--- src/radix_integer_to_ascii_unit_macros.svh ---
// Assertion macros used by the top-level RTL file.
`ifndef RADIX_INTEGER_TO_ASCII_UNIT_MACROS_SVH
`define RADIX_INTEGER_TO_ASCII_UNIT_MACROS_SVH

`ifndef SYNTHESIS
`define RITOA_ASSERT_IMP(lbl, ante, cons, msg) \
  lbl: assert property (@(posedge clk) disable iff (!rst_n) (ante) |-> (cons)) \
    else $error(msg);
`define RITOA_ASSERT_NXT(lbl, ante, cons, msg) \
  lbl: assert property (@(posedge clk) disable iff (!rst_n) (ante) |=> (cons)) \
    else $error(msg);
`else
`define RITOA_ASSERT_IMP(lbl, ante, cons, msg)
`define RITOA_ASSERT_NXT(lbl, ante, cons, msg)
`endif

`endif

--- src/ritoa_pkg.sv ---
package ritoa_pkg;

  localparam int VALUE_WIDTH = 32;
  localparam int VALUE_BITS  = 32;
  localparam int RADIX_W     = 6;
  localparam int CHAR_W      = 7;
  localparam int WORK_W      = (VALUE_WIDTH < VALUE_BITS) ? VALUE_WIDTH : VALUE_BITS;
  localparam int ADDR_W      = $clog2(WORK_W);
  localparam int BIT_W       = $clog2(WORK_W);
  localparam int CNT_W       = $clog2(WORK_W + 1);

  localparam logic [RADIX_W-1:0] MIN_RADIX = RADIX_W'(2);
  localparam logic [RADIX_W-1:0] MAX_RADIX = RADIX_W'(36);
  localparam logic [RADIX_W-1:0] DEC_DIGITS = RADIX_W'(10);
  localparam logic [CHAR_W-1:0]  CHAR_ZERO  = CHAR_W'(48);
  localparam logic [CHAR_W-1:0]  CHAR_UPPER_A = CHAR_W'(65);
  localparam logic [CHAR_W-1:0]  CHAR_NONE  = '0;

  typedef logic [3:0] step_t;

  localparam step_t S_IDLE  = 4'd0;
  localparam step_t S_CHECK = 4'd1;
  localparam step_t S_DINIT = 4'd2;
  localparam step_t S_DSTEP = 4'd3;
  localparam step_t S_PUSH  = 4'd4;
  localparam step_t S_RD    = 4'd5;
  localparam step_t S_EMIT  = 4'd6;
  localparam step_t S_NEXT  = 4'd7;
  localparam step_t S_DONE  = 4'd8;
  localparam step_t S_BAD   = 4'd9;
  localparam step_t S_BDONE = 4'd10;

  typedef enum logic [2:0] {
    C_NEVER,
    C_ALWAYS,
    C_NO_IN,
    C_BAD,
    C_BITS,
    C_QNZ,
    C_OBUSY,
    C_CNZ
  } cond_t;

  typedef struct packed {
    logic  in_rdy;
    logic  load;
    logic  div_init;
    logic  div_step;
    logic  push;
    logic  rd;
    logic  emit_dig;
    logic  emit_bad;
    cond_t cond;
    step_t target;
  } ctrl_t;

  typedef struct packed {
    logic in_valid;
    logic bad;
    logic bits_nz;
    logic q_nz;
    logic out_busy;
    logic cnt_nz;
  } seq_stat_t;

  function automatic ctrl_t ucode(input step_t s);
    ctrl_t c;
    c = '0;
    c.cond = C_NEVER;
    c.target = S_IDLE;
    case (s)
      S_IDLE: begin
        c.in_rdy = 1'b1;
        c.load = 1'b1;
        c.cond = C_NO_IN;
        c.target = S_IDLE;
      end
      S_CHECK: begin
        c.cond = C_BAD;
        c.target = S_BAD;
      end
      S_DINIT: begin
        c.div_init = 1'b1;
      end
      S_DSTEP: begin
        c.div_step = 1'b1;
        c.cond = C_BITS;
        c.target = S_DSTEP;
      end
      S_PUSH: begin
        c.push = 1'b1;
        c.cond = C_QNZ;
        c.target = S_DINIT;
      end
      S_RD: begin
        c.rd = 1'b1;
      end
      S_EMIT: begin
        c.emit_dig = 1'b1;
        c.cond = C_OBUSY;
        c.target = S_EMIT;
      end
      S_NEXT: begin
        c.cond = C_CNZ;
        c.target = S_RD;
      end
      S_DONE: begin
        c.cond = C_ALWAYS;
        c.target = S_IDLE;
      end
      S_BAD: begin
        c.emit_bad = 1'b1;
        c.cond = C_OBUSY;
        c.target = S_BAD;
      end
      S_BDONE: begin
        c.cond = C_ALWAYS;
        c.target = S_IDLE;
      end
      default: begin
        c.cond = C_ALWAYS;
        c.target = S_IDLE;
      end
    endcase
    return c;
  endfunction

  function automatic logic [CHAR_W-1:0] digit_to_ascii(input logic [RADIX_W-1:0] d);
    logic [CHAR_W-1:0] r;
    if (d < DEC_DIGITS) begin
      r = CHAR_ZERO + CHAR_W'(d);
    end else begin
      r = CHAR_UPPER_A + CHAR_W'(d - DEC_DIGITS);
    end
    return r;
  endfunction

endpackage

--- src/ritoa_if.sv ---
interface ritoa_in_if;
  import ritoa_pkg::*;

  logic                  valid;
  logic                  ready;
  logic [VALUE_BITS-1:0] value;
  logic [RADIX_W-1:0]    radix;

  modport source (output valid, value, radix, input ready);
  modport sink (input valid, value, radix, output ready);
endinterface

interface ritoa_out_if;
  import ritoa_pkg::*;

  logic              valid;
  logic              ready;
  logic [CHAR_W-1:0] digit_char;
  logic              last;
  logic              bad_radix;

  modport source (output valid, digit_char, last, bad_radix, input ready);
  modport sink (input valid, digit_char, last, bad_radix, output ready);
endinterface

--- src/radix_integer_to_ascii_unit.sv ---
// After the radix check a restoring divider finds one quotient bit per cycle
// and pushes each remainder digit onto the stack until the quotient is zero;
// digits are then popped and emitted most significant first. A bad radix gives
// one flagged character. No new input is taken until the last one is emitted.
// Reset: synchronous, active low; returns the sequencer to idle and empties the
// output register. The digit stack needs no clearing.
`include "radix_integer_to_ascii_unit_macros.svh"

module radix_integer_to_ascii_unit (
  input  logic        clk,
  input  logic        rst_n,
  ritoa_in_if.sink    in_if,
  ritoa_out_if.source out_if
);
  import ritoa_pkg::*;

  ctrl_t     ctrl;
  seq_stat_t stat;

  logic [WORK_W-1:0]  q_r;
  logic [WORK_W-1:0]  q_nxt;
  logic [RADIX_W-1:0] rem_r;
  logic [RADIX_W-1:0] rem_nxt;
  logic [RADIX_W-1:0] base_r;
  logic [RADIX_W-1:0] base_nxt;
  logic [BIT_W-1:0]   bitcnt_r;
  logic [BIT_W-1:0]   bitcnt_nxt;
  logic [CNT_W-1:0]   cnt_r;
  logic [CNT_W-1:0]   cnt_nxt;
  logic [CNT_W-1:0]   cnt_dec;
  logic [RADIX_W:0]   partial;
  logic [RADIX_W-1:0] rd_digit;

  logic              out_valid_r;
  logic              out_valid_nxt;
  logic [CHAR_W-1:0] out_char_r;
  logic [CHAR_W-1:0] out_char_nxt;
  logic              out_last_r;
  logic              out_last_nxt;
  logic              out_bad_r;
  logic              out_bad_nxt;
  logic              out_busy;

  ritoa_seq u_seq (
    .clk   (clk),
    .rst_n (rst_n),
    .stat  (stat),
    .ctrl  (ctrl)
  );

  ritoa_ram #(
    .WIDTH (RADIX_W),
    .DEPTH (WORK_W)
  ) u_stack (
    .clk   (clk),
    .we    (ctrl.push),
    .waddr (cnt_r[ADDR_W-1:0]),
    .wdata (rem_r),
    .re    (ctrl.rd),
    .raddr (cnt_dec[ADDR_W-1:0]),
    .rdata (rd_digit)
  );

  assign out_busy = out_valid_r && !out_if.ready;
  assign cnt_dec  = cnt_r - CNT_W'(1);
  assign partial  = {rem_r, q_r[WORK_W-1]};

  assign stat.in_valid = in_if.valid;
  assign stat.bad      = (base_r < MIN_RADIX) || (base_r > MAX_RADIX);
  assign stat.bits_nz  = (bitcnt_r != '0);
  assign stat.q_nz     = (q_r != '0);
  assign stat.out_busy = out_busy;
  assign stat.cnt_nz   = (cnt_r != '0);

  always_comb begin
    q_nxt      = q_r;
    rem_nxt    = rem_r;
    base_nxt   = base_r;
    bitcnt_nxt = bitcnt_r;
    cnt_nxt    = cnt_r;
    if (ctrl.load && in_if.valid) begin
      q_nxt    = in_if.value[WORK_W-1:0];
      base_nxt = in_if.radix;
      cnt_nxt  = '0;
    end
    if (ctrl.div_init) begin
      rem_nxt    = '0;
      bitcnt_nxt = BIT_W'(WORK_W - 1);
    end
    if (ctrl.div_step) begin
      bitcnt_nxt = bitcnt_r - BIT_W'(1);
      if (partial >= {1'b0, base_r}) begin
        rem_nxt = RADIX_W'(partial - {1'b0, base_r});
        q_nxt   = {q_r[WORK_W-2:0], 1'b1};
      end else begin
        rem_nxt = partial[RADIX_W-1:0];
        q_nxt   = {q_r[WORK_W-2:0], 1'b0};
      end
    end
    if (ctrl.push) begin
      cnt_nxt = cnt_r + CNT_W'(1);
    end
    if (ctrl.rd) begin
      cnt_nxt = cnt_dec;
    end
  end

  always_comb begin
    out_valid_nxt = out_valid_r && !out_if.ready;
    out_char_nxt  = out_char_r;
    out_last_nxt  = out_last_r;
    out_bad_nxt   = out_bad_r;
    if (ctrl.emit_dig && !out_busy) begin
      out_valid_nxt = 1'b1;
      out_char_nxt  = digit_to_ascii(rd_digit);
      out_last_nxt  = (cnt_r == '0);
      out_bad_nxt   = 1'b0;
    end
    if (ctrl.emit_bad && !out_busy) begin
      out_valid_nxt = 1'b1;
      out_char_nxt  = CHAR_NONE;
      out_last_nxt  = 1'b1;
      out_bad_nxt   = 1'b1;
    end
  end

  always_ff @(posedge clk) begin
    if (!rst_n) begin
      cnt_r       <= '0;
      bitcnt_r    <= '0;
      out_valid_r <= 1'b0;
    end else begin
      cnt_r       <= cnt_nxt;
      bitcnt_r    <= bitcnt_nxt;
      out_valid_r <= out_valid_nxt;
    end
  end

  always_ff @(posedge clk) begin
    q_r        <= q_nxt;
    rem_r      <= rem_nxt;
    base_r     <= base_nxt;
    out_char_r <= out_char_nxt;
    out_last_r <= out_last_nxt;
    out_bad_r  <= out_bad_nxt;
  end

  assign in_if.ready       = ctrl.in_rdy && rst_n;
  assign out_if.valid      = out_valid_r;
  assign out_if.digit_char = out_char_r;
  assign out_if.last       = out_last_r;
  assign out_if.bad_radix  = out_bad_r;

  `RITOA_ASSERT_NXT(a_busy_after_take, in_if.valid && in_if.ready, !in_if.ready, "accepted transaction did not close input")
  `RITOA_ASSERT_IMP(a_cnt_bound, 1'b1, cnt_r <= CNT_W'(WORK_W), "digit count exceeds stack depth")
  `RITOA_ASSERT_IMP(a_rem_below_base, ctrl.push, rem_r < base_r, "remainder not reduced below radix")
  `RITOA_ASSERT_IMP(a_pop_nonempty, ctrl.rd, cnt_r != '0, "read from empty digit stack")

endmodule

--- src/ritoa_ram.sv ---
module ritoa_ram #(
  parameter int WIDTH = 8,
  parameter int DEPTH = 32
) (
  input  logic                     clk,
  input  logic                     we,
  input  logic [$clog2(DEPTH)-1:0] waddr,
  input  logic [WIDTH-1:0]         wdata,
  input  logic                     re,
  input  logic [$clog2(DEPTH)-1:0] raddr,
  output logic [WIDTH-1:0]         rdata
);

  logic [WIDTH-1:0] mem_r [DEPTH];
  logic [WIDTH-1:0] rdata_r;

  always_ff @(posedge clk) begin
    if (we) begin
      mem_r[waddr] <= wdata;
    end
    if (re) begin
      rdata_r <= mem_r[raddr];
    end
  end

  assign rdata = rdata_r;

endmodule

--- src/ritoa_seq.sv ---
module ritoa_seq (
  input  logic                 clk,
  input  logic                 rst_n,
  input  ritoa_pkg::seq_stat_t stat,
  output ritoa_pkg::ctrl_t     ctrl
);
  import ritoa_pkg::*;

  step_t pc_r;
  step_t pc_nxt;
  ctrl_t word;
  logic  take;

  always_comb begin
    word = ucode(pc_r);
    case (word.cond)
      C_NEVER:  take = 1'b0;
      C_ALWAYS: take = 1'b1;
      C_NO_IN:  take = !stat.in_valid;
      C_BAD:    take = stat.bad;
      C_BITS:   take = stat.bits_nz;
      C_QNZ:    take = stat.q_nz;
      C_OBUSY:  take = stat.out_busy;
      C_CNZ:    take = stat.cnt_nz;
      default:  take = 1'b0;
    endcase
    pc_nxt = take ? word.target : pc_r + step_t'(1);
  end

  always_ff @(posedge clk) begin
    if (!rst_n) begin
      pc_r <= S_IDLE;
    end else begin
      pc_r <= pc_nxt;
    end
  end

  assign ctrl = word;

endmodule

--- src/flat_wrapper.sv ---
// flat-port wrapper written by rule: the top's interface ports become plain ports
module radix_integer_to_ascii_unit_flat import ritoa_pkg::*;
  (clk, rst_n, in_if_valid, in_if_value, in_if_radix, in_if_ready, out_if_valid, out_if_digit_char, out_if_last, out_if_bad_radix, out_if_ready);
  ritoa_in_if in_if_i ();
  ritoa_out_if out_if_i ();
  input  logic clk;
  input  logic rst_n;
  input wire logic [$bits(in_if_i.valid)-1:0] in_if_valid;
  input wire logic [$bits(in_if_i.value)-1:0] in_if_value;
  input wire logic [$bits(in_if_i.radix)-1:0] in_if_radix;
  output wire logic [$bits(in_if_i.ready)-1:0] in_if_ready;
  output wire logic [$bits(out_if_i.valid)-1:0] out_if_valid;
  output wire logic [$bits(out_if_i.digit_char)-1:0] out_if_digit_char;
  output wire logic [$bits(out_if_i.last)-1:0] out_if_last;
  output wire logic [$bits(out_if_i.bad_radix)-1:0] out_if_bad_radix;
  input wire logic [$bits(out_if_i.ready)-1:0] out_if_ready;
  assign in_if_i.valid = in_if_valid;
  assign in_if_i.value = in_if_value;
  assign in_if_i.radix = in_if_radix;
  assign in_if_ready = in_if_i.ready;
  assign out_if_valid = out_if_i.valid;
  assign out_if_digit_char = out_if_i.digit_char;
  assign out_if_last = out_if_i.last;
  assign out_if_bad_radix = out_if_i.bad_radix;
  assign out_if_i.ready = out_if_ready;
  radix_integer_to_ascii_unit u_core (.clk(clk), .rst_n(rst_n), .in_if(in_if_i), .out_if(out_if_i));
endmodule
--- config.mk ---
export PLATFORM = sky130hd
export DESIGN_NAME = radix_integer_to_ascii_unit_flat
export DESIGN_NICKNAME = d
export VERILOG_FILES = /design/src/ritoa_pkg.sv /design/src/ritoa_if.sv /design/src/radix_integer_to_ascii_unit.sv /design/src/ritoa_ram.sv /design/src/ritoa_seq.sv /design/src/flat_wrapper.sv
export VERILOG_INCLUDE_DIRS = /design/src /design/src/src
export SDC_FILE = /design/constraint.sdc
export NUM_CORES = 1
export LEC_CHECK = 0
export BUFFER_PORTS_ARGS = -buffer_cell sky130_fd_sc_hd__clkbuf_2
export CAP_MARGIN = 0
export CORE_UTILIZATION = 40
export DETAILED_ROUTE_END_ITERATION = 10
export PLACE_DENSITY = 0.67
export SLEW_MARGIN = 20
export SYNTH_ARGS = -nofsm -noshare
export SYNTH_HDL_FRONTEND = slang
export SYNTH_SLANG_ARGS = --single-unit
--- constraint.sdc ---
create_clock -name clk -period 7.25 [get_ports clk]
set_input_delay 0.3625 -clock clk [delete_from_list [all_inputs] [get_ports clk]]
set_output_delay 0.3625 -clock clk [all_outputs]
set_load 0.01 [all_outputs]
Yosys cells after proc, flatten, opt, wreduce, memory -nomap -nowiden
Memory sizes are Yosys's and may differ from the RTL's. A register that Yosys moved wholly into a read port is not among the register bits.
Index checks and enable logic that the tools add are counted.
- add/subtract/negate cells: 8
- magnitude comparators: 4
- eq/ne operators: 15
- multiplexer cells: 26
- reductions and logical operators: 19
- operators with widths (kind ; count):
    $mux W32 ; 2
    $pmux W7 S8 ; 1
    $mux W6 ; 6
    $reduce_bool A32 Y1 ; 1
    $eq A4 B3 Y1 const B ; 4
    $eq A3 B3 Y1 const B ; 4
    $mux W1 ; 11
    $mux W5 ; 2
    $eq A4 B2 Y1 const B ; 2
    $pmux W1 S8 ; 1
    $add A6 B6 Y7 const A ; 1
    $add A7 B7 Y7 const A ; 1
    $ge A7 B6 Y1 ; 1
    $mux W7 ; 1
    $sub A6 B4 Y7 const B ; 1
    $add A6 B1 Y6 const B ; 1
    $eq A3 B2 Y1 const B ; 2
    $gt A6 B6 Y1 const B ; 1
    $logic_not A6 Y1 ; 1
    $lt A6 B2 Y1 const B ; 1
    $lt A6 B4 Y1 const B ; 1
    $reduce_bool A6 Y1 ; 1
    $sub A6 B1 Y6 const B ; 1
    $sub A6 B6 Y6 ; 1
    other kinds (16) ; 23
- bits in registers: 69
- bits in writable memories: 192
- output and inout port bits: 11
- logic and storage cells: 83
- memories kept: 1
- memory list (name ; words ; width ; rd ports ; clocked after memory_dff ; write ports ; line ; source):
    u_core.u_stack.mem_r ; 32 ; 6 ; 1 ; 1 ; 1 ; ritoa_ram.sv:14 ; logic [WIDTH-1:0] mem_r [DEPTH];

Logic depth before layout (Yosys ltp)
Gate-level depths: netlist of the first run.
- depth after elaboration: 6
- depth in mapped cells: 9

Cells and area by module
From an unflattened synthesis of the first run, not the netlist that was laid out.
- cell total of the unflattened synthesis: 698
- area total of the unflattened synthesis: 11631.2 sq um
- by module, submodules not included (module ; instances ; cells an instance ; area an instance (sq um)):
    ritoa_ram ; 1 ; 323 ; 7649.8
    radix_integer_to_ascii_unit ; 1 ; 305 ; 3408.3
    ritoa_seq ; 1 ; 70 ; 573.0

Least setup slack after synthesis of the first run
No wires, ideal clock.
- kind: register to register
- from: register u_core.cnt_r[0]
- to: register u_core.u_stack.rdata_r[0] (netlist: u_core.u_stack.rdata[0]) (read register of u_core.u_stack.mem_r) (data pin)
- arrival time: 2.565 ns
- data required time: 6.990 ns
- slack: 4.425 ns
- cell stages (with the launch flop): 10
- buffers on the path: 4
- clock period less this slack: 2.825 ns
- cells stage by stage: dfxtp_1 > buf_6 > buf_4 > inv_1 > ha_1 > clkbuf_1 > clkbuf_1 > mux4_2 > mux4_2 > mux2_2
- word-level cells in the longest chain between the ends: 1
- ends and longest elaborated chain (element ; line ; source):
    start, declared ; radix_integer_to_ascii_unit.sv:28 ; logic [CNT_W-1:0] cnt_r;
    start signal, assigned ; radix_integer_to_ascii_unit.sv:133 ; cnt_r <= cnt_nxt;
    $sub A6 B1 Y6 ; radix_integer_to_ascii_unit.sv:65 ; assign cnt_dec = cnt_r - CNT_W'(1);
    end, declared ; ritoa_ram.sv:15 ; logic [WIDTH-1:0] rdata_r;
No other way between the ends.
A chain may end at the register's enable or synchronous reset.

Worst setup path in the final report of the first run
- from: register u_core.cnt_r[0]
- to: register u_core.u_stack.rdata_r[2] (netlist: u_core.u_stack.rdata[2]) (read register of u_core.u_stack.mem_r) (data pin)
The elaborated chain is that of the path after synthesis.

==> flow_summary.ini, run 1 <==
[cells_and_area]
nets = 873
final_cell_mix = 242 x edfxtp_1, 123 x nand2_1, 60 x mux4_2
final_common_cell = edfxtp_1
syn2layout_area_growth_pct = 15.79
fill_cells = 2352
n_antenna_cell = 0
drive_gt1_frac = 0.2185

[hold_path]
hp-class = in -> reg

[cts]
clock_path_buffers = 3
clockRootBuffer = clkbuf_16
htree_levels = 1
cts.clk_slew.worst_paths_ns = 0.06
cts-buffers-inserted = 29
clk_latency_ns = 0.55
post_cts_resized = 0
cts_tree = yes
cts.sinks = 267

[global_route]
grt_first_pass_wirelength_um = 35070
antenna_found_initial = 0
grt_max_degree = 57
grt_usage = 0.1558
first_global_vias = 6224
overflow = 0

[floorplan]
die_w_um = 171.4
die_h_um = 171.4
coreArea_um2 = 28010
die_area_um2 = 29390
rows = 61
ioPinCount = 53
initial_core_util = 0.4099

[logic_synthesis]
synth-main-ff-cell = edfxtp_1
avgSynthCellArea_um2 = 15.29
async_flop_share = 0
synth_edf_count = 242
seq_area_frac_synth = 0.6765
ys_warn_count = 0
ys_seq_elements = 267
synth_nets = 814
synthCells = 751
synth_cell_types = 56
syn_area_um2 = 11480

[timing]
setup_viol = 0
max_freq_ghz = 0.3119
max_slew_margin = 0.2908
fin_worst_skew_ns = 0.01410
holdWs_ns = 0.02946
setup-tns-final_ns = 0
worst_pin_slew_ns = 1.064
slew_violations = 0
fin_crit_sh = 0.4422
hold_viol_final = 0
timing.final.crit_period_ns = 3.206
rsz0062_at_grt = no

[place]
place_hpwl_um = 14930
port_buffers = 52
routabilityCongestion = 0.8083

[detailed_routing]
firstDrtPassIters = 5
wl_per_cell_um = 18.67
ant_nets = 0
drt_wl_total_um = 22610
drt_iter0_markers = 495
remaining_drc_errors = 0
num_vias = 6369
vias_per_cell = 5.259

[critical_path]
cp.arrival_ns = 3.50
crit_required_ns = 7.55
worst-setup-path-type = reg -> reg
critPathLaunchType = register
crit_fanout = 31
critPathCaptureType = register

[power_and_ir_drop]
total_power_mw = 4.232
power_density_nw_per_um2 = 318.3
irDropWorstVdd_v = 0.0002180
power_leakage_nw = 4.483

[run_status]
status = finished, final reports clean

[flow_run]
drv_cap = 0
## report_power, final
part	total [mW]	internal, mW	switching [mW]
clock network	1.66	1.06	0.602
logic	0.559	0.227	0.332
registers	2.01	1.89	0.125
total	4.23	3.17	1.06
## sequential cells by signal, summed over array words and instances, names as in the netlist
register	cells
u_core.u_stack.mem_r	192
u_core.q_r	32
u_core.out_if.digit_char	7
u_core.base_r	6
u_core.cnt_r	6
u_core.rem_r	6
u_core.u_stack.rdata	6
u_core.bitcnt_r	5
u_core.u_seq.pc_r	4
u_core.out_if.bad_radix	1
u_core.out_if.last	1
u_core.out_if.valid	1
## worst max-delay path: stages, from the launching register on
cell and delay (ns):
dfxtp_4 0.69, inv_1 0.21, ha_1 0.33, xnor2_2 0.55
buf_4 0.32, mux4_2 0.56, mux2_2 0.28
## synth_stat cells (4+ instances only)
cell type	count	area (um2)
o21ai_0	16	80.08
buf_2	5	25.02
nand3_1	11	55.05
mux2i_1	4	40.04
xor2_1	4	35.03
ha_1	20	250.2
nor2_1	58	217.7
nand2_1	123	461.7
inv_1	25	93.84
edfxtp_1	242	7267
xnor2_1	9	78.83
nor3_1	8	40.04
dfxtp_1	25	500.5
mux4_2	60	1351
buf_4	5	37.54
nor4_1	9	56.30
a21oi_1	19	95.09
o31ai_1	4	30.03
nand3b_1	6	45.04
and3_1	5	31.28
a211oi_1	8	60.06
clkbuf_1	24	90.09
mux2_2	7	78.83
## final timing paths
kind | from | end | slack [ns] | cells past startpoint
setup / recovery | u_core.cnt_r[0] | u_core.u_stack.rdata[2] | 4.04 | 6
hold / removal | in_if_radix[0] | u_core.base_r[0] | 0.03 | 1
setup reg to reg | u_core.cnt_r[0] | u_core.u_stack.rdata[2] | 4.04 | 6
hold reg to reg | u_core.out_if.digit_char[4] | u_core.out_if.digit_char[4] | 0.46 | 2
## metal layers
metal | track usage | wire (um) | up-vias
met2 | 0.2739 | 11660 | 172
met4 | 0.03727 | 413 | 0
li1 | - | - | 2990
met1 | 0.2034 | 9525 | 3174
met3 | 0.02163 | 1013 | 33
met5 | 0 | 0 | -
## logic make-up (layout without fill, tap and decap cells)
family,count (synthesis),in the layout,share of synthesized area
compound gates,75,75,0.04533
xor+xnor,13,13,0.009916
fa+ha+maj,21,21,0.02354
flops,267,267,0.6765
buf+inv,60,142,0.02245
mux,72,72,0.1293
simple gates,243,243,0.09295
## area by class of cell
class / instances / area, um2 / area share
Multi-Input combinational cell: 424 / 3490 / 0.2625
Sequential cell: 267 / 7771 / 0.5845
Clock buffer: 32 / 737.0 / 0.05543
Clock inverter: 22 / 355.3 / 0.02673
Timing Repair Buffer: 63 / 375.4 / 0.02823
Tap cell: 378 / 473.0 / 0.03557
Inverter: 25 / 93.84 / 0.007058
## what timing repair did
item | in CTS | in global routing
setup buffers | 0 | 0
hold buffers | 5 | 0
endpoints found under the hold margin | 5 | 0
## through the flow
step	worst slack, ns	cell area, um2	utilization	cells
CTS	3.236	13250	0.4729	1209
global route	3.840	13300	0.4747	1211
detailed placement	3.244	12100	0.4321	1150
global placement	3.432	12100	0.4321	1150
finish	4.044	13300	0.4747	1211
floorplan	4.425	11480	-	751
Power figures use the tool's default switching activity.
==> run 2, diff against run 1 <==
==> constraint.sdc (replaced) <==
create_clock -name clk -period 3.25 [get_ports clk]
set_input_delay 0.1625 -clock clk [delete_from_list [all_inputs] [get_ports clk]]
set_output_delay 0.1625 -clock clk [all_outputs]
set_load 0.01 [all_outputs]
==> run 2 against run 1 <==
  * Combinational power increased to 2.6 times the previous value
  * Global-route usage is 0.96 points higher
  * Via count increased by 3.5%
  * Non-clock buffer count grew 41
  * Total power is 120% higher
  * Clock skew down 0.0016 ns
  * Worst setup slack worse by 3.6 ns
  * Cell area up 2.0%
  * Hold slack improved by 0.027 ns
  * Sequential share of layout area decreased by 1.1 points
  * Critical endpoint is now u_core.u_seq.pc_r[0]
  * Largest power group unchanged
==> flow_summary.ini, run 2 (synthesis gave the netlist of run 1 again) <==
[timing]
setup-tns-final_ns = 0
worst_pin_slew_ns = 0.8160
rsz0062_at_grt = no
setup_viol = 0
fin_crit_sh = 0.8529
slew_violations = 0
max_freq_ghz = 0.3608
fin_worst_skew_ns = 0.01254
timing.final.crit_period_ns = 2.772
max_slew_margin = 0.4541
hold_viol_final = 0
holdWs_ns = 0.05632

[detailed_routing]
top_layer = met4
ant_nets = 0
drt_iter0_markers = 531
wl_met3_um = 1182
remaining_drc_errors = 0
vias_per_cell = 5.280
wl_met2_um = 11720
num_vias = 6595
firstDrtPassIters = 5
wl_per_cell_um = 18.91
m1WireLength_um = 10340
drt_wl_total_um = 23620

[critical_path]
cp.arrival_ns = 3.19
max_stage_delay_ns = 0.54
worst-setup-path-type = reg -> reg
r2r_cells = 8
crit_required_ns = 3.67
cp_cell_sequence = inv_1, ha_1, nor2_1, o311ai_2, mux2_2, a221oi_2, a31oi_4, mux2_4
rrSetupSlack_ns = 0.48
critPathCaptureType = register
reg2reg_to = u_core.u_seq.pc_r[0]
crit_fanout = 10
critical_path_buf_inv_count = 1
cp_slowest_cell = o311ai_2
rr_startpoint = u_core.u_seq.pc_r[0]
critPathLaunchType = register
crit_family = compound AO/OA/AOI/OAI gates

[cells_and_area]
largest_register_ffs = 192
syn2layout_area_growth_pct = 18.10
drive_gt1_frac = 0.2135
postLayoutCellArea_um2 = 13560
nets = 913
final_common_cell = edfxtp_1
top_register = u_core.u_stack.mem_r
n_antenna_cell = 0
final_cell_mix = 242 x edfxtp_1, 123 x nand2_1, 60 x mux4_2

[cts]
post_cts_resized = 0
cts_tree = yes
htree_levels = 1
clockRootBuffer = clkbuf_16
cts-buffers-inserted = 28
cts.sinks = 267
cts.clk_slew.worst_paths_ns = 0.06
clk_latency_ns = 0.53
clock_path_buffers = 3

[power_and_ir_drop]
power_density_nw_per_um2 = 679.2
power_leakage_nw = 4.609
total_power_mw = 9.210
irDropWorstVdd_v = 0.0003581

[global_route]
overflow = 0
grt_usage = 0.1654
grt_first_pass_wirelength_um = 37140
antenna_found_initial = 0
first_global_vias = 6570
grt_max_degree = 47

[run_status]
status = finished, final reports clean

[place]
port_buffers = 52
place_hpwl_um = 14820
routabilityCongestion = 0.7928
placed_area_um2 = 12180

[hold_path]
min_to = u_core.q_r[0]
hold_start = in_if_value[0]
hp-class = in -> reg
hold_path_depth = 3

[floorplan]
initial_core_util = 0.4099
die_area_um2 = 29390
die_w_um = 171.4
coreArea_um2 = 28010
die_h_um = 171.4
ioPinCount = 53
rows = 61

[flow_run]
drv_cap = 0
run 2: changes by cell type in the layout (fill, tap and decap cells not counted), moves of 2 or more:
cell | previous run | this run
clkbuf_8 | 0 | 4
clkinv_1 | 6 | 4
dlygate4sd3_1 | 5 | 38
inv_6 | 2 | 0
clkinv_2 | 2 | 4
clkinvlp_4 | 2 | 0
buf_4 | 4 | 12
bufinv_16 | 9 | 5
run 2: metal layers:
metal / GRT usage / up-vias
met4: 0.04542 / 0
met2: 0.2755 / 190
li1: - / 3073
met3: 0.02186 / 27
met1: 0.2279 / 3305
met5: 0 / -
run 2: cell type report:
class,count,area (um2)
Fill cell,2330,14450
Inverter,25,93.84
Clock buffer,37,795.8
Sequential cell,267,7771
Clock inverter,14,193.9
Multi-Input combinational cell,424,3467
Tap cell,378,473.0
Timing Repair Buffer,104,765.7
run 2: through the flow:
stage	std cells	utilization	setup slack, ns
finish	1249	0.4841	0.4780
CTS	1248	0.4836	0.4795
detailed placement	1159	0.4347	0.4957
floorplan	751	-	0.4254
global route	1249	0.4841	0.3301
global placement	1159	0.4347	0.5289
run 2: timing repair:
| action | in CTS | in global routing |
|---|---|---|
| hold buffers | 38 | 0 |
| hold endpoints to repair | 39 | 0 |
| buffers inserted | 0 | 0 |
run 2: worst max-delay path by stage:
stage | start | end | slack, ns | cells after the start
after floorplan | u_core.cnt_r[0] | u_core.u_stack.rdata[0] | 0.43 | 9
after global placement | u_core.cnt_r[0] | u_core.u_stack.rdata[5] | 0.53 | 6
after detailed placement | u_core.cnt_r[0] | u_core.u_stack.rdata[5] | 0.50 | 6
final | u_core.u_seq.pc_r[0] | u_core.u_seq.pc_r[0] | 0.48 | 8
after CTS | u_core.cnt_r[0] | u_core.u_stack.rdata[5] | 0.48 | 6
after global routing | u_core.u_seq.pc_r[0] | u_core.u_seq.pc_r[0] | 0.33 | 8
run 2: tightest hold or removal path: stages:
cell and delay, ns:
clkbuf_2 0.08, nor2_1 0.05, a31oi_1 0.16
run 2: power breakdown:
group	internal, mW	switching (mW)	leakage [nW]	total, mW
sequential	4.21	0.191	2.40	4.40
combinational	0.550	0.880	1.72	1.43
clock	2.11	1.28	0.488	3.38
==> run 3, diff against run 2 <==
==> constraint.sdc (replaced) <==
create_clock -name clk -period 3.25 [get_ports clk]
set_input_delay 0.4875 -clock clk [delete_from_list [all_inputs] [get_ports clk]]
set_output_delay 0.4875 -clock clk [all_outputs]
set_load 0.01 [all_outputs]
==> run 3 against run 2 <==
  * Clock power about the same
  * Critical path depth shrank 2
  * Global-route usage fell by 0.52 points
  * Fmax up 0.59%
  * Critical path type unchanged
  * Register-to-register slack better by 0.02 ns
  * Routed wire length is 2.7% lower
  * Largest cell class unchanged
  * Worst setup slack improved by 0.016 ns
  * Clock skew shrank 0.0016 ns
==> flow_summary.ini, run 3 (synthesis gave the netlist of run 1 again) <==
[critical_path]
critPathLaunchType = register
crit_required_ns = 3.52
worst-setup-path-type = reg -> reg
crit_fanout = 26
critPathCaptureType = register
max_stage_delay_ns = 0.53
cp_cell_sequence = inv_1, ha_2, buf_4, mux4_2, mux4_2, mux2_2
cp_slowest_cell = mux4_2
cp.arrival_ns = 3.03
crit_top_cell = mux4_2
r2r_cells = 6

[detailed_routing]
wl_met3_um = 1029
num_vias = 6394
ant_nets = 0
drt_iter0_markers = 495
vias_per_cell = 5.280
remaining_drc_errors = 0
wl_per_cell_um = 18.97
top_layer = met4
firstDrtPassIters = 4
m1WireLength_um = 10370
wl_met2_um = 11200
drt_wl_total_um = 22980

[floorplan]
initial_core_util = 0.4099
coreArea_um2 = 28010
die_w_um = 171.4
ioPinCount = 53
rows = 61
die_h_um = 171.4
die_area_um2 = 29390

[cts]
cts.sinks = 267
htree_levels = 1
post-cts-setup-buffer-count = 0
clk_latency_ns = 0.52
clock_path_buffers = 3
post_cts_resized = 0
cts.clk_slew.worst_paths_ns = 0.06
clockRootBuffer = clkbuf_16
cts_tree = yes
cts-buffers-inserted = 28
cts_hold_buf = 0

[hold_path]
hold_path_depth = 1
hp-class = in -> reg

[power_and_ir_drop]
irDropWorstVdd_v = 0.0003442
power_density_nw_per_um2 = 695.2
power_leakage_nw = 4.450

[global_route]
first_global_vias = 6323
grt_usage = 0.1601
overflow = 0
grt_first_pass_wirelength_um = 35990
antenna_found_initial = 0
grt_max_degree = 47

[timing]
worst_pin_slew_ns = 0.8277
setup-tns-final_ns = 0
fin_crit_sh = 0.8479
max_slew_margin = 0.4463
timing.final.crit_period_ns = 2.756
slew_violations = 0
hold_viol_final = 0
setup_viol = 0
holdWs_ns = 0.1355
max_freq_ghz = 0.3629
rsz0062_at_grt = no
fin_worst_skew_ns = 0.01094

[cells_and_area]
top_register = u_core.u_stack.mem_r
n_antenna_cell = 0
fill_cells = 2403
final_cell_mix = 242 x edfxtp_1, 123 x nand2_1, 60 x mux4_2
ff_latch_area_um2 = 7771
nets = 875
largest_register_ffs = 192
multiInputGateArea_um2 = 3467
final_common_cell = edfxtp_1
finalNonFillerCells = 1211
drive_gt1_frac = 0.2233
syn2layout_area_growth_pct = 14.79

[place]
routabilityCongestion = 0.7928
port_buffers = 52
place_hpwl_um = 14820
dp_cells = 1159

[run_status]
status = finished, final reports clean

[flow_run]
drv_cap = 0
[run 3: where the power goes]
part	internal (mW)	switching (mW)	leakage (nW)	total, mW
Clock	2.11	1.27	0.488	3.38
Sequential	4.21	0.191	2.40	4.40
Combinational	0.521	0.866	1.56	1.39
[run 3: final cells by class]
type / count / area share
tap: 378 / 0.03588
clock inverter: 14 / 0.01471
sequential: 267 / 0.5896
timing repair buffer: 66 / 0.02924
clock buffer: 37 / 0.06038
multi-input combinational: 424 / 0.2631
inverter: 25 / 0.007120
[run 3: metal layers]
layer  GRT usage  up-vias
li1            -     2999
met1      0.2247     3218
met2      0.2619      150
met3     0.02048       27
met4     0.04542        0
met5           0        -
[run 3: final timing paths]
| path | from | endpoint | slack (ns) |
|---|---|---|---|
| min | in_if_radix[5] | u_core.base_r[5] | 0.14 |
| max | u_core.cnt_r[0] | u_core.u_stack.rdata[5] | 0.49 |
| max reg2reg | u_core.cnt_r[0] | u_core.u_stack.rdata[5] | 0.49 |
| min reg2reg | u_core.out_if.bad_radix | u_core.out_if.bad_radix | 0.45 |
[run 3: critical path, delay by kind of cell (launching register included)]
family	cells	cell delay, ns
mux	3	1.19
flops	1	0.48
buf+inv	2	0.46
fa+ha+maj	1	0.34
[run 3: through the flow]
step | utilization | setup slack [ns] | cell area (um2) | power (mW)
floorplan | - | 0.4254 | 11480 | 5.388
global placement | 0.4347 | 0.5289 | 12180 | 5.808
detailed placement | 0.4347 | 0.4957 | 12180 | 5.850
CTS | 0.4700 | 0.4795 | 13170 | 9.227
global route | 0.4705 | 0.3323 | 13180 | 9.543
finish | 0.4705 | 0.4944 | 13180 | 9.163
